===== config.mk =====
export PLATFORM = sky130hd
export DESIGN_NAME = banked_interrupt_controller
export DESIGN_NICKNAME = d
export VERILOG_FILES = /design/src/rtl/core/bic_pkg.sv /design/src/rtl/core/bic_datapath.sv /design/src/rtl/core/banked_interrupt_controller.sv
export SDC_FILE = /design/constraint.sdc
export NUM_CORES = 1
export LEC_CHECK = 0
export ABC_AREA = 1
export BUFFER_PORTS_ARGS = -buffer_cell sky130_fd_sc_hd__buf_2
export CAP_MARGIN = 20
export CORE_ASPECT_RATIO = 1.2
export CORE_MARGIN = 1
export CORE_UTILIZATION = 40
export DETAILED_ROUTE_END_ITERATION = 10
export RECOVER_POWER = 100
export SETUP_SLACK_MARGIN = 0.2
export SLEW_MARGIN = 20
export SYNTH_ARGS = -nofsm -noshare
export SYNTH_HDL_FRONTEND = slang
export SYNTH_HIERARCHICAL = 1
export SYNTH_SLANG_ARGS = --single-unit

===== constraint.sdc =====
create_clock -name clk -period 4 [get_ports clk]
set_clock_uncertainty 0.05 [all_clocks]
set_input_delay 0.6 -clock clk [delete_from_list [all_inputs] [get_ports clk]]
set_output_delay 0.6 -clock clk [all_outputs]
set_load 0.005 [all_outputs]

===== src/rtl/core/bic_pkg.sv =====
// ----------------------------------------------------------------------------
// bic_pkg: shared definitions for the banked interrupt controller
// Register offsets, shortcut line map, result and mask structs, and the
// priority encoder helpers used by the datapath.
// ----------------------------------------------------------------------------
`timescale 1ns / 1ps
`default_nettype none

package bic_pkg;

  // Register byte offsets.
  localparam logic [5:0] OFS_BASIC_PEND = 6'h00;
  localparam logic [5:0] OFS_PEND_ONE   = 6'h04;
  localparam logic [5:0] OFS_PEND_TWO   = 6'h08;
  localparam logic [5:0] OFS_EN_ONE     = 6'h10;
  localparam logic [5:0] OFS_EN_TWO     = 6'h14;
  localparam logic [5:0] OFS_EN_BASIC   = 6'h18;
  localparam logic [5:0] OFS_DIS_ONE    = 6'h1c;
  localparam logic [5:0] OFS_DIS_TWO    = 6'h20;
  localparam logic [5:0] OFS_DIS_BASIC  = 6'h24;

  // Access kind carried on the input tuser bit.
  localparam logic MODE_WRITE = 1'b0;
  localparam logic MODE_READ  = 1'b1;

  // Shortcut lines inside each bank; excluded from the bank summary bits.
  localparam logic [31:0] SHORTCUT_MASK_ONE = 32'h000c_0680;
  localparam logic [31:0] SHORTCUT_MASK_TWO = 32'h43e0_0000;
  localparam int unsigned NUM_SHORTCUTS     = 11;

  // Source numbering bases.
  localparam logic [6:0] BASE_BANK_TWO = 7'd32;
  localparam logic [6:0] BASE_BASIC    = 7'd64;

  // Item field widths.
  localparam int unsigned OFS_W    = 6;
  localparam int unsigned DATA_W   = 32;
  localparam int unsigned BANK_W   = 32;
  localparam int unsigned BASIC_W  = 8;
  localparam int unsigned IRQ_W    = 7;
  localparam int unsigned IN_TDATA_W  = 112;
  localparam int unsigned OUT_TDATA_W = 40;

  typedef struct packed {
    logic [BANK_W-1:0]  bank_one;
    logic [BANK_W-1:0]  bank_two;
    logic [BASIC_W-1:0] basic;
  } masks_t;

  typedef struct packed {
    logic [IRQ_W-1:0]  irq_number;
    logic              irq_valid;
    logic [DATA_W-1:0] read_data;
  } result_t;

  // Source number of each shortcut bit position 10..20 of basic pending.
  function automatic logic [IRQ_W-1:0] shortcut_line(input logic [3:0] idx);
    logic [IRQ_W-1:0] line;
    case (idx)
      4'd0:    line = 7'd7;
      4'd1:    line = 7'd9;
      4'd2:    line = 7'd10;
      4'd3:    line = 7'd18;
      4'd4:    line = 7'd19;
      4'd5:    line = 7'd53;
      4'd6:    line = 7'd54;
      4'd7:    line = 7'd55;
      4'd8:    line = 7'd56;
      4'd9:    line = 7'd57;
      4'd10:   line = 7'd62;
      default: line = 7'd0;
    endcase
    return line;
  endfunction

  // Index of the highest set bit of a 32-bit word, zero when none is set.
  function automatic logic [4:0] top_bit32(input logic [31:0] v);
    logic [4:0] n;
    n = 5'd0;
    for (int i = 0; i < 32; i++) begin
      if (v[i]) n = 5'(i);
    end
    return n;
  endfunction

  // Index of the highest set bit of an 11-bit word, zero when none is set.
  function automatic logic [3:0] top_bit11(input logic [10:0] v);
    logic [3:0] n;
    n = 4'd0;
    for (int i = 0; i < 11; i++) begin
      if (v[i]) n = 4'(i);
    end
    return n;
  endfunction

  // Index of the highest set bit of an 8-bit word, zero when none is set.
  function automatic logic [2:0] top_bit8(input logic [7:0] v);
    logic [2:0] n;
    n = 3'd0;
    for (int i = 0; i < 8; i++) begin
      if (v[i]) n = 3'(i);
    end
    return n;
  endfunction

endpackage

`default_nettype wire


===== src/rtl/core/bic_datapath.sv =====
// ----------------------------------------------------------------------------
// bic_datapath: single-pass access and dispatch logic
// Applies a register write to the enable masks, forms the pending words,
// selects read data and picks the source to service, all in one pass.
// ----------------------------------------------------------------------------
`timescale 1ns / 1ps
`default_nettype none

module bic_datapath (
  input  wire logic                        mode,
  input  wire logic [bic_pkg::OFS_W-1:0]   reg_offset,
  input  wire logic [bic_pkg::DATA_W-1:0]  write_data,
  input  wire logic [bic_pkg::BANK_W-1:0]  lines_bank_one,
  input  wire logic [bic_pkg::BANK_W-1:0]  lines_bank_two,
  input  wire logic [bic_pkg::BASIC_W-1:0] lines_basic,
  input  wire bic_pkg::masks_t             masks_cur,
  output bic_pkg::masks_t                  masks_nxt,
  output bic_pkg::result_t                 result
);
  import bic_pkg::*;

  logic [BANK_W-1:0]  pend_one;
  logic [BANK_W-1:0]  pend_two;
  logic [BASIC_W-1:0] pend_basic;
  logic [10:0]        shortcut_pend;
  logic               sum_one;
  logic               sum_two;
  logic [DATA_W-1:0]  basic_word;
  logic [DATA_W-1:0]  rd_word;
  logic               irq_found;
  logic [IRQ_W-1:0]   irq_num;

  // Mask update: enable registers set bits, disable registers clear them.
  always_comb begin
    masks_nxt = masks_cur;
    if (mode == MODE_WRITE) begin
      unique case (reg_offset)
        OFS_EN_ONE:    masks_nxt.bank_one = masks_cur.bank_one | write_data;
        OFS_EN_TWO:    masks_nxt.bank_two = masks_cur.bank_two | write_data;
        OFS_EN_BASIC:  masks_nxt.basic = masks_cur.basic | write_data[BASIC_W-1:0];
        OFS_DIS_ONE:   masks_nxt.bank_one = masks_cur.bank_one & ~write_data;
        OFS_DIS_TWO:   masks_nxt.bank_two = masks_cur.bank_two & ~write_data;
        OFS_DIS_BASIC: masks_nxt.basic = masks_cur.basic & ~write_data[BASIC_W-1:0];
        default:       masks_nxt = masks_cur;
      endcase
    end
  end

  // Pending words use the masks as they stand after this item's write.
  assign pend_one   = lines_bank_one & masks_nxt.bank_one;
  assign pend_two   = lines_bank_two & masks_nxt.bank_two;
  assign pend_basic = lines_basic & masks_nxt.basic;

  assign sum_one = |(pend_one & ~SHORTCUT_MASK_ONE);
  assign sum_two = |(pend_two & ~SHORTCUT_MASK_TWO);

  assign shortcut_pend = {pend_two[30], pend_two[25], pend_two[24], pend_two[23],
                          pend_two[22], pend_two[21], pend_one[19], pend_one[18],
                          pend_one[10], pend_one[9],  pend_one[7]};

  assign basic_word = {11'd0, shortcut_pend, sum_two, sum_one, pend_basic};

  // Read data selection; writes and unmapped offsets return zero.
  always_comb begin
    rd_word = '0;
    if (mode == MODE_READ) begin
      unique case (reg_offset)
        OFS_BASIC_PEND:          rd_word = basic_word;
        OFS_PEND_ONE:            rd_word = pend_one;
        OFS_PEND_TWO:            rd_word = pend_two;
        OFS_EN_ONE, OFS_DIS_ONE: rd_word = masks_nxt.bank_one;
        OFS_EN_TWO, OFS_DIS_TWO: rd_word = masks_nxt.bank_two;
        OFS_EN_BASIC, OFS_DIS_BASIC:
          rd_word = {{(DATA_W-BASIC_W){1'b0}}, masks_nxt.basic};
        default:                 rd_word = '0;
      endcase
    end
  end

  // Dispatch in handler order: bank one, bank two, shortcuts, basic lines.
  always_comb begin
    irq_found = 1'b1;
    irq_num   = '0;
    if (sum_one) begin
      irq_num = {2'b00, top_bit32(pend_one)};
    end else if (sum_two) begin
      irq_num = BASE_BANK_TWO | {2'b00, top_bit32(pend_two)};
    end else if (|shortcut_pend) begin
      irq_num = shortcut_line(top_bit11(shortcut_pend));
    end else if (|pend_basic) begin
      irq_num = BASE_BASIC | {4'b0000, top_bit8(pend_basic)};
    end else begin
      irq_found = 1'b0;
    end
  end

  assign result = {irq_num, irq_found, rd_word};

endmodule

`default_nettype wire


===== src/rtl/core/banked_interrupt_controller.sv =====
// ----------------------------------------------------------------------------
// banked_interrupt_controller: 72-line banked interrupt controller
// Register access over a stream channel, with the chosen source reported
// alongside every access.
// ----------------------------------------------------------------------------
// One item (a register access plus the current source line levels) is
// accepted per clock cycle while in_tready is high. Its result is computed
// in a single combinational pass from the item and the enable masks and is
// registered in the result register, or in the skid register while that is
// occupied; a write takes effect on the masks used for that same item. A
// two-entry output buffer lets the block keep accepting while a result
// waits, so in_tready drops only when both entries hold results not taken.
`timescale 1ns / 1ps
`default_nettype none

module banked_interrupt_controller (
  input  wire logic                               clk,
  input  wire logic                               rst_n,
  input  wire logic                               in_tvalid,
  output logic                                    in_tready,
  // tdata: reg_offset[5:0], write_data[37:6], lines_bank_one[69:38],
  //        lines_bank_two[101:70], lines_basic[109:102], zero fill [111:110]
  input  wire logic [bic_pkg::IN_TDATA_W-1:0]     in_tdata,
  // tuser: mode (0 write, 1 read)
  input  wire logic                               in_tuser,
  output logic                                    out_tvalid,
  input  wire logic                               out_tready,
  // tdata: read_data[31:0], irq_valid[32], irq_number[39:33]
  output logic [bic_pkg::OUT_TDATA_W-1:0]         out_tdata
);
  import bic_pkg::*;

  masks_t  masks_r;
  masks_t  masks_nxt;
  result_t result;
  result_t out_r;
  result_t skid_r;
  logic    out_valid_r;
  logic    skid_valid_r;
  logic    in_accept;
  logic    out_take;

  assign in_tready = !skid_valid_r;
  assign in_accept = in_tvalid && in_tready;
  assign out_take  = out_valid_r && out_tready;

  bic_datapath u_datapath (
    .mode           (in_tuser),
    .reg_offset     (in_tdata[5:0]),
    .write_data     (in_tdata[37:6]),
    .lines_bank_one (in_tdata[69:38]),
    .lines_bank_two (in_tdata[101:70]),
    .lines_basic    (in_tdata[109:102]),
    .masks_cur      (masks_r),
    .masks_nxt      (masks_nxt),
    .result         (result)
  );

  // Enable masks advance with each accepted item.
  always_ff @(posedge clk) begin
    if (!rst_n) begin
      masks_r <= '0;
    end else if (in_accept) begin
      masks_r <= masks_nxt;
    end
  end

  // Output buffer control: result register with a skid register behind it.
  always_ff @(posedge clk) begin
    if (!rst_n) begin
      out_valid_r  <= 1'b0;
      skid_valid_r <= 1'b0;
    end else begin
      if (!out_valid_r || out_take) begin
        out_valid_r  <= skid_valid_r || in_accept;
        skid_valid_r <= skid_valid_r && in_accept;
      end else if (in_accept) begin
        skid_valid_r <= 1'b1;
      end
    end
  end

  // Output buffer payload.
  always_ff @(posedge clk) begin
    if (!out_valid_r || out_take) begin
      if (skid_valid_r) begin
        out_r <= skid_r;
        if (in_accept) skid_r <= result;
      end else if (in_accept) begin
        out_r <= result;
      end
    end else if (in_accept) begin
      skid_r <= result;
    end
  end

  assign out_tvalid = out_valid_r;
  assign out_tdata  = out_r;

  // The skid register only ever holds an item queued behind the result register.
  a_skid_behind_out: assert property (@(posedge clk) disable iff (!rst_n)
    skid_valid_r |-> out_valid_r)
    else $error("skid entry valid without a result entry");

  // An item accepted while the result stalls must land in the skid register.
  a_stall_to_skid: assert property (@(posedge clk) disable iff (!rst_n)
    (out_valid_r && !out_tready && in_accept) |=> skid_valid_r)
    else $error("item accepted during stall was not buffered");

  // A reported result with no pending source carries source number zero.
  a_idle_number: assert property (@(posedge clk) disable iff (!rst_n)
    (out_valid_r && !out_r.irq_valid) |-> (out_r.irq_number == '0))
    else $error("nonzero source number with nothing pending");

  // Masks are unchanged in cycles without an accepted item.
  a_masks_hold: assert property (@(posedge clk) disable iff (!rst_n)
    !in_accept |=> $stable(masks_r))
    else $error("enable masks changed without an accepted item");

  // The basic mask never picks up bits from a write to a bank register.
  a_basic_write: assert property (@(posedge clk) disable iff (!rst_n)
    (in_accept && in_tuser == MODE_WRITE &&
     (in_tdata[5:0] == OFS_EN_ONE || in_tdata[5:0] == OFS_EN_TWO))
    |=> (masks_r.basic == $past(masks_r.basic)))
    else $error("bank enable write disturbed the basic mask");

endmodule

`default_nettype wire


==> flow_metrics.tcl, run 1 <==
set metrics [dict create \
    top_level_ports 159 \
    crit_type "input port to flop" \
    remaining_drc_errors 0 \
    areaGrowthSynthToFinish_pct 23.6 \
    slew-limit-headroom -0.390 \
    crit_path_end_kind "flop" \
    track_usage 0.275 \
    cts.clk_slew.worst_paths_ps 70 \
    cap_viol_max_count 2 \
    synth_cells 1435 \
    routed_via_density 5.22 \
    synthAdderAreaFrac 0.00760 \
    p_leak_nw 5.86 \
    ys.flop_type "edfxtp_1" \
    grt_max_degree 61 \
    synth_xor_area_frac 0 \
    ir_drop_v 0.000277 \
    rows 62 \
    tritoncts "yes" \
    period_share 0.912 \
    vias 10400 \
    synth.area.mux_share 0 \
    cts_made_buffers 17 \
    fin_total_pwr_mw 4.55 \
    clock_path_buffers 2 \
    yosysTopAreaCell "edfxtp_1" \
    cts_sinks 154 \
    netlist.area_leader.share 0.243 \
    drt-initial-drc-count 871 \
    setup_viol 0 \
    worstReg2RegStart "skid_valid_r" \
    yosysUniqueCellTypes 49 \
    start_kind "input port" \
    period_needed_ps 3650 \
    synth_seq_area_share 0.393 \
    yosys_warnings 6 \
    die_h_um 174 \
    antenna_found_initial 0 \
    die_w_um 145 \
    holdCritStartpoint "out_tready" \
    root_buffer "clkbuf_16" \
    grt_pass1_wl_um 53800 \
    hold_viol_final 0 \
    syn_nets 1558 \
    synth_area_per_cell_um2 6.88 \
    rsz0062_at_grt "no" \
    wire_per_inst_um 17.2 \
    status "complete, but fails checks" \
    overflow 0 \
    synth_area_um2 9880 \
    synth_top_family_by_area "simple AND/OR/NAND/NOR gates" \
    synth-seq-cells 154 \
    synth_area_leaders "edfxtp_1, nand2_1, dfxtp_1" \
    initial_utilization 0.409 \
    gp_congestion 0.996 \
    pre_cts_slack_ps 77.4 \
    drive_above_1_share 0.214 \
    synth-async-reset-ratio 0 \
    finalMaxSlewViolations 57 \
    core_area_um2 24100 \
    crit_path_max_fanout 24 \
    p_per_area_nw_per_um2 373 \
    ant_nets 0 \
    fmax_mhz 274 \
    fin_cells 1991 \
    hp-class "input port to flop" \
    clk_latency_ps 430 \
    worst_pin_slew_ps 2090 \
    fin_tns_setup_ps 0 \
    routed_wl_um 34300 \
    synth_simple_gate_area_frac 0.344 \
    cts-htree-levels 4 \
    violations "max-capacitance violations, max-slew violations" \
    dieArea_um2 25300 \
    fin_nets 1781 \
    synth_edf_count 80 \
    firstDrtPassIters 6 \
    cp.arrival_ps 3890 \
    grt_pass1_vias 9767 \
    required_ps 4240 \
    synth_compound_area_frac 0.159 \
    fin_ws_ps 351 \
    final_core_util 0.506 \
    n_fill_cell 2484 \
    placedCellCount 1956 \
    io_buffers 156 \
    cp-startpoint "in_tdata[0]" \
    antenna_cells 0 \
    post-dp-hpwl_um 25600 \
]
worst max-delay path, cell delays in order:
cell	delay, ps
clkbuf_1	140
nor2_8	180
nand3_4	100
nor2_4	190
inv_4	140
clkbuf_1	190
nand2_1	320
clkbuf_1	1070
nand2_1	260
o21ai_0	150
a211oi_1	90
nor2_1	220
nand2_1	70
nand2_1	130
path summary, 6_finish.rpt:
path | end | depth (start not counted) | slack, ps
setup / recovery | out_tdata[20] | 14 | 350
hold / removal | skid_valid_r | 4 | 430
setup reg to reg | masks_r[42] | 4 | 980
hold reg to reg | masks_r[0] | 2 | 430
where the power goes:
| part | switching, mW | internal, mW |
|---|---|---|
| Clock | 0.749 | 1.09 |
| Combinational | 0.562 | 0.350 |
| Sequential | 0.0346 | 1.76 |
| Total | 1.35 | 3.21 |
per-stage QoR:
step                cell area (um2)  hold WS, ps
floorplan                      9880          398
global placement              11600          407
detailed placement            11600          417
CTS                           12200          433
global route                  12200          451
finish                        12200          427
routing by layer:
layer,up-vias,part of all wire,GRT usage
li1,5155,-,-
met1,4729,0.45,0.377
met2,432,0.45,0.438
met3,75,0.059,0.0373
met4,0,0.032,0.112
met5,-,0,0
synth_stat cells, types with 3 or more instances:
cell type	number
nand2_1	462
nor2_1	210
inv_1	138
o21ai_0	94
edfxtp_1	80
dfxtp_1	74
nand3_1	57
a21oi_1	36
nand3_2	31
buf_2	29
o21ai_1	29
o22ai_1	27
clkbuf_1	19
a22oi_1	17
a31oi_1	11
inv_2	10
a2111oi_0	9
o21ai_2	9
a211oi_1	8
a22o_1	8
buf_1	8
buf_6	8
ha_1	6
nand2_2	6
nand4_1	6
a221oi_1	4
buf_4	4
nor3_1	4
clkinv_1	3
nor2_2	3
nor2_8	3
nor4_1	3
area by class of cell:
type / instances / area [um2] / share of cell area
clock buffers: 18 / 439 / 0.0360
clock inverters: 14 / 228 / 0.0187
inverters: 153 / 581 / 0.0476
multi-input cells: 1060 / 5030 / 0.412
flip-flops and latches: 154 / 3880 / 0.318
well taps: 320 / 400 / 0.0328
repair buffers: 272 / 1640 / 0.134
state kept, by name (all words and copies together), names as in the netlist:
name,flops
masks_r,72
out_tdata,40
skid_r,40
out_tvalid,1
skid_valid_r,1
cells by family after synthesis:
kind of cell,Yosys count
DFF,154
AOI/OAI and AO/OA,262
and+or+nand+nor,792
buffers and inverters,221
adders and majority gates,6
layout by cell type (no fill, tap or decap), drive strengths merged:
cell type and n:
clkbuf 43, o21ai 132, a22o 8, a22oi 18, clkinv 7, a32o 1, ha 6, and3 1
o21bai 1, a211oi 8, o221ai 1, nor3 5, a2111oi 9, nand2 468, bufinv 4, nand4 7
a221oi 4, a31oi 11, edfxtp 80, buf 247, inv 156, o22ai 27, nand3 89, nor4 3
a31o 1, dfxtp 74, a21boi 1, o311ai 2, or4 1, a21oi 38, nor2 218
timing repair:
item                       4_1_cts  5_1_grt
hold buffers                     0        0
setup buffers                    0        2
setup endpoints to repair        0        2
gates resized for setup          0       12
Power figures use the tool's default switching activity.
==> inputs of run 2 (changes only) <==
==> constraint.sdc (replaced) <==
create_clock -name clk -period 4.4 [get_ports clk]
set_clock_uncertainty 0.05 [all_clocks]
set_input_delay 0.66 -clock clk [delete_from_list [all_inputs] [get_ports clk]]
set_output_delay 0.66 -clock clk [all_outputs]
set_load 0.005 [all_outputs]
==> run 2 against run 1 <==
Compared with the run above:
- the run still ends with max-capacitance violations, max-slew violations left
- sequential cell count unchanged
- clock power is 18% lower
- hold slack about the same
- critical path depth up 4
- design area fell by 4.6%
- via count is 2.0% lower
- core utilization fell by 2.3 points
- die area stayed put
- routed wire length down 2.0%
- power fell by 14%
- clock-buffer cell count stayed put
- sequential share of layout area rose by 1.5 points
- critical path type unchanged
- highest routed layer unchanged
==> flow_metrics.tcl, run 2 (synthesis gave the netlist of run 1 again) <==
set metrics [dict create \
    status "complete, but fails checks" \
    violations "max-capacitance violations, max-slew violations" \
    initial_utilization 0.409 \
    worst_path_most_repeated_cell "nand2_1" \
    areaGrowthSynthToFinish_pct 17.8 \
    cp-startpoint "in_tdata[3]" \
    cts_resized 0 \
    cts_made_buffers 17 \
    tritoncts "yes" \
    gp_congestion 0.924 \
    switching_share 0.304 \
    hp-class "flop to flop" \
    overflow 0 \
    cts_sinks 154 \
    grt_max_degree 74 \
    period_needed_ps 3960 \
    rsz0062_at_grt "no" \
    fmax_mhz 253 \
    placed_cell_area_um2 11100 \
    largest_register "masks_r" \
    die_w_um 145 \
    grt_pass1_vias 9459 \
    setup_viol 0 \
    internal-power_mw 2.72 \
    ant_nets 0 \
    worst_pin_slew_ps 3740 \
    clock_path_buffers 2 \
    layout_commonest_cell "nand2_1" \
    cts-htree-levels 4 \
    cp_cell_sequence "buf_2 -> inv_1 -> nand3_4 -> nor2_4 -> inv_1 -> o21ai_0 -> nand2_1 -> nand2_1 -> nor2_1 -> nand2_1 -> inv_1 -> nand2_1 -> inv_1 -> o21ai_0 -> a32o_1 -> o21ai_1 -> nand2_1 -> nand2_1" \
    crit_type "input port to flop" \
    r2r_cells 4 \
    cts.clk_slew.worst_paths_ps 70 \
    required_ps 4640 \
    pre_cts_slack_ps 267 \
    die_h_um 174 \
    start_kind "input port" \
    slew-limit-headroom -1.50 \
    antenna_found_initial 0 \
    final_cell_mix "nand2_1, nor2_1, buf_2" \
    cts_setup_buffers 0 \
    rows 62 \
    routed_wl_um 33600 \
    period_share 0.900 \
    remaining_drc_errors 0 \
    worstReg2RegStart "skid_valid_r" \
    slowest_delay_ps 740 \
    p_leak_nw 5.53 \
    drive_above_1_share 0.181 \
    cap_viol_max_count 3 \
    hold_viol_final 0 \
    largest_reg_flops 72 \
    cp-endpoint "out_tdata[34]" \
    vias 10200 \
    routed_via_density 5.28 \
    top_level_ports 159 \
    n_fill_cell 2506 \
    r2r-end "out_tdata[1]" \
    post-dp-hpwl_um 24300 \
    fin_ws_ps 440 \
    root_buffer "clkbuf_16" \
    final_cell_area_um2 11600 \
    ctsHoldBuffers 0 \
    r2r_slack_ps 810 \
    power_frac_seq 0.418 \
    ir_drop_v 0.000270 \
    switching_power_mw 1.19 \
    io_buffers 156 \
    p_per_area_nw_per_um2 336 \
    worst_path_max_delay_cell "inv_1" \
    core_area_um2 24100 \
    track_usage 0.264 \
    firstDrtPassIters 6 \
    fin_nets 1719 \
    clk_latency_ps 430 \
    crit_path_end_kind "flop" \
    wire_per_inst_um 17.4 \
    crit_path_max_fanout 19 \
    p_comb_frac 0.195 \
    dieArea_um2 25300 \
    antenna_cells 0 \
    finalMaxSlewViolations 160 \
    drt-initial-drc-count 718 \
    grt_pass1_wl_um 51500 \
    fin_tns_setup_ps 0 \
    cp.arrival_ps 4200 \
    clkPwrFrac 0.387 \
]
run 2: through the flow:
step                      hold slack [ps]  cells   util  total power, mW
after global placement                406   1897  0.461             2.41
after global routing                  445   1929  0.482             4.08
after floorplan                       398   1435      -             2.15
final                                 427   1929  0.482             3.91
after CTS                             432   1929  0.485             3.92
after detailed placement              416   1897  0.461             2.42
run 2: final cells by class:
cell class | instances | area (um2) | share of cell area
clock buffer | 18 | 429 | 0.0369
inverter | 153 | 578 | 0.0497
multi-input combinational | 1060 | 5060 | 0.434
clock inverter | 14 | 158 | 0.0135
sequential | 154 | 3880 | 0.334
timing repair buffer | 210 | 1130 | 0.0974
tap | 320 | 400 | 0.0344
run 2: routing by layer:
layer / vias up / global-route usage / share of wire
li1: 5015 / - / -
met1: 4657 / 0.353 / 0.45
met2: 428 / 0.419 / 0.45
met3: 81 / 0.0399 / 0.065
met4: 0 / 0.119 / 0.040
met5: - / 0 / 0
run 2: worst max-delay path: cells and delay by family:
family          cells  cell delay (ps)
simple gates        9             1340
buf+inv             5             1200
compound gates      4              970
run 2: power by group through the flow:
stage                     registers [mW]  clock network, mW  logic, mW
after floorplan                     1.67                  0      0.482
after global placement              1.66                  0      0.750
after detailed placement            1.66                  0      0.753
after CTS                           1.63               1.53      0.757
after global routing                1.64               1.58      0.851
final                               1.63               1.51      0.765
run 2: worst min-delay path by stage:
stage	from	to	slack [ps]	cells past startpoint
after detailed placement	masks_r[33]	masks_r[33]	420	2
final	masks_r[3]	masks_r[3]	430	2
after global placement	masks_r[12]	masks_r[12]	410	2
after CTS	masks_r[33]	masks_r[33]	430	2
after global routing	masks_r[58]	masks_r[58]	450	2
after floorplan	masks_r[0]	masks_r[0]	400	2
==> inputs of run 3 (changes only) <==
--- a/config.mk
+++ b/config.mk
@@ -5,7 +5,6 @@
 export SDC_FILE = /design/constraint.sdc
 export NUM_CORES = 1
 export LEC_CHECK = 0
-export ABC_AREA = 1
 export BUFFER_PORTS_ARGS = -buffer_cell sky130_fd_sc_hd__buf_2
 export CAP_MARGIN = 20
 export CORE_ASPECT_RATIO = 1.2
==> run 3 against run 2 <==
Compared with the run above:
- critical endpoint is now out_tdata[35]
- register-to-register slack better by 580 ps
- first-iteration DRC count grew 45%
- non-clock buffer count increased by 107
- largest power group is now clock
- critical path type unchanged
- the run still ends with max-capacitance violations, max-slew violations left
==> flow_metrics.tcl, run 3 <==
set metrics [dict create \
    ir_drop_v 0.000232 \
    die_w_um 149 \
    die_h_um 179 \
    final_cell_mix "nand2_1, buf_2, buf_4" \
    post-dp-hpwl_um 28400 \
    ys.flop_type "edfxtp_1" \
    switching_power_mw 0.934 \
    ant_nets 0 \
    cp.arrival_ps 4110 \
    tritoncts "yes" \
    synthTopCellsByCount "nand2_1, edfxtp_1, mux2i_1" \
    violations "max-capacitance violations, max-slew violations" \
    antenna_found_initial 2 \
    overflow 0 \
    fin_nets 1560 \
    yosys_warnings 6 \
    met2_usage 0.426 \
    period_needed_ps 3980 \
    cap_viol_max_count 3 \
    worstHoldPathCells 2 \
    largest_register "masks_r" \
    met3_usage 0.0443 \
    synth_seq_area_share 0.373 \
    remaining_drc_errors 0 \
    crit_type "input port to flop" \
    cts-htree-levels 4 \
    clock_path_buffers 2 \
    netlist.area_leader.share 0.231 \
    root_buffer "clkbuf_16" \
    grt_max_degree 108 \
    yosysUniqueCellTypes 72 \
    hp-class "flop to flop" \
    power_frac_seq 0.441 \
    synth_cells 1182 \
    wire_per_inst_um 21.4 \
    setup_viol 0 \
    p_comb_frac 0.115 \
    fin_tns_setup_ps 0 \
    cts_made_buffers 17 \
    cts_sinks 154 \
    drive_above_1_share 0.253 \
    hold_viol_final 0 \
    finalMaxSlewViolations 178 \
    gp_congestion 0.977 \
    final_cell_area_um2 12900 \
    clkPwrFrac 0.444 \
    n_fill_cell 2475 \
    syn_nets 1305 \
    p_per_area_nw_per_um2 273 \
    grt_pass1_wl_um 57400 \
    internal-power_mw 2.58 \
    firstDrtPassIters 6 \
    start_kind "input port" \
    largest_reg_flops 72 \
    top_level_ports 159 \
    layout_commonest_cell "nand2_1" \
    r2r_cells 15 \
    synth_edf_count 80 \
    rows 64 \
    synth-seq-cells 154 \
    clk_latency_ps 440 \
    crit_path_end_kind "flop" \
    crit_path_max_fanout 8 \
    yosysTopAreaCell "edfxtp_1" \
    period_share 0.905 \
    top_usage_layer "met2" \
    rsz0062_at_grt "no" \
    synth-async-reset-ratio 0 \
    grt_pass1_vias 9600 \
    yosysMostFrequentCell "nand2_1" \
    areaGrowthSynthToFinish_pct 23.6 \
    status "complete, but fails checks" \
    placed_cell_area_um2 12400 \
    io_buffers 156 \
    p_leak_nw 5.67 \
    routed_via_density 5.79 \
    drt-initial-drc-count 1040 \
    dieArea_um2 26700 \
    required_ps 4530 \
    vias 10300 \
    worst_pin_slew_ps 2300 \
    switching_share 0.266 \
    synth_area_per_cell_um2 8.80 \
    routed_wl_um 38100 \
    fmax_mhz 251 \
    cts_setup_buffers 0 \
    synth_area_leaders "edfxtp_1, dfxtp_1, nand2_1" \
    core_area_um2 25500 \
    slew-limit-headroom -0.536 \
    synth_area_um2 10400 \
    track_usage 0.290 \
    initial_utilization 0.407 \
    grt_use_met1 0.419 \
    cts.clk_slew.worst_paths_ps 70 \
]
-- run 3: final timing paths --
kind                             startpoint            end  slack, ps
worst min register to register  masks_r[64]    masks_r[64]        410
worst min-delay path            masks_r[64]    masks_r[64]        410
worst max register to register  masks_r[50]  out_tdata[34]       1390
worst max-delay path            in_tdata[4]  out_tdata[35]        420
-- run 3: metrics by stage --
stage          std cells  utilization  hold WS (ps)  worst slack (ps)  power (mW)
2_1_floorplan       1182            -           381               383        1.81
3_3_place_gp        1746        0.485           392              69.4        1.99
3_5_place_dp        1746        0.485           400              30.4        1.99
4_1_cts             1778        0.509           411               460        3.54
5_1_grt             1782        0.504           418               183        3.62
6_report            1782        0.504           408               417        3.51
-- run 3: critical path, stage by stage --
cell      delay (ps)
buf_2             80
clkbuf_1         250
or4b_1           690
nor2_2           360
a31oi_1          190
a21oi_1          230
o21ai_0          110
nand2_1           70
nand2_1           50
nand2_1           80
a21o_1           160
clkbuf_1         140
ha_1             160
nand2b_1         120
a31oi_1           90
o31ai_1          240
mux2i_1          150
mux2_2           270
-- run 3: layout make-up --
class                   instances  area (um2)  area share
inverters                      19        71.3     0.00554
flip-flops and latches        154        3880       0.302
clock inverters                13         159      0.0123
well taps                     330         413      0.0321
diodes                          2        5.00    0.000389
multi-input cells             928        5980       0.465
repair buffers                317        1900       0.148
clock buffers                  19         453      0.0352
-- run 3: routing by layer --
| metal | vias up | share of wire |
|---|---|---|
| li1 | 4903 | - |
| met5 | - | 0 |
| met1 | 4884 | 0.46 |
| met2 | 466 | 0.43 |
| met4 | 0 | 0.035 |
| met3 | 70 | 0.072 |
-- run 3: cell families after synthesis --
logic type,share of synthesized area
AND/OR/NAND/NOR,0.205
AO/OA/AOI/OAI,0.242
flip-flops,0.373
multiplexers,0.115
buffers and inverters,0.0564
adder cells (fa/ha/maj),0.00721
-- run 3: power by group through the flow --
stage / combinational [mW] / sequential (mW) / clock, mW
floorplan: 0.220 / 1.59 / 0
detailed placement: 0.408 / 1.58 / 0
global placement: 0.405 / 1.58 / 0
CTS: 0.409 / 1.55 / 1.58
global route: 0.435 / 1.55 / 1.64
finish: 0.405 / 1.55 / 1.56
-- run 3: timing repair --
item / in CTS / in global routing
resized for setup: 0 / 1
hold buffers: 0 / 0
endpoints found under the setup margin: 0 / 1
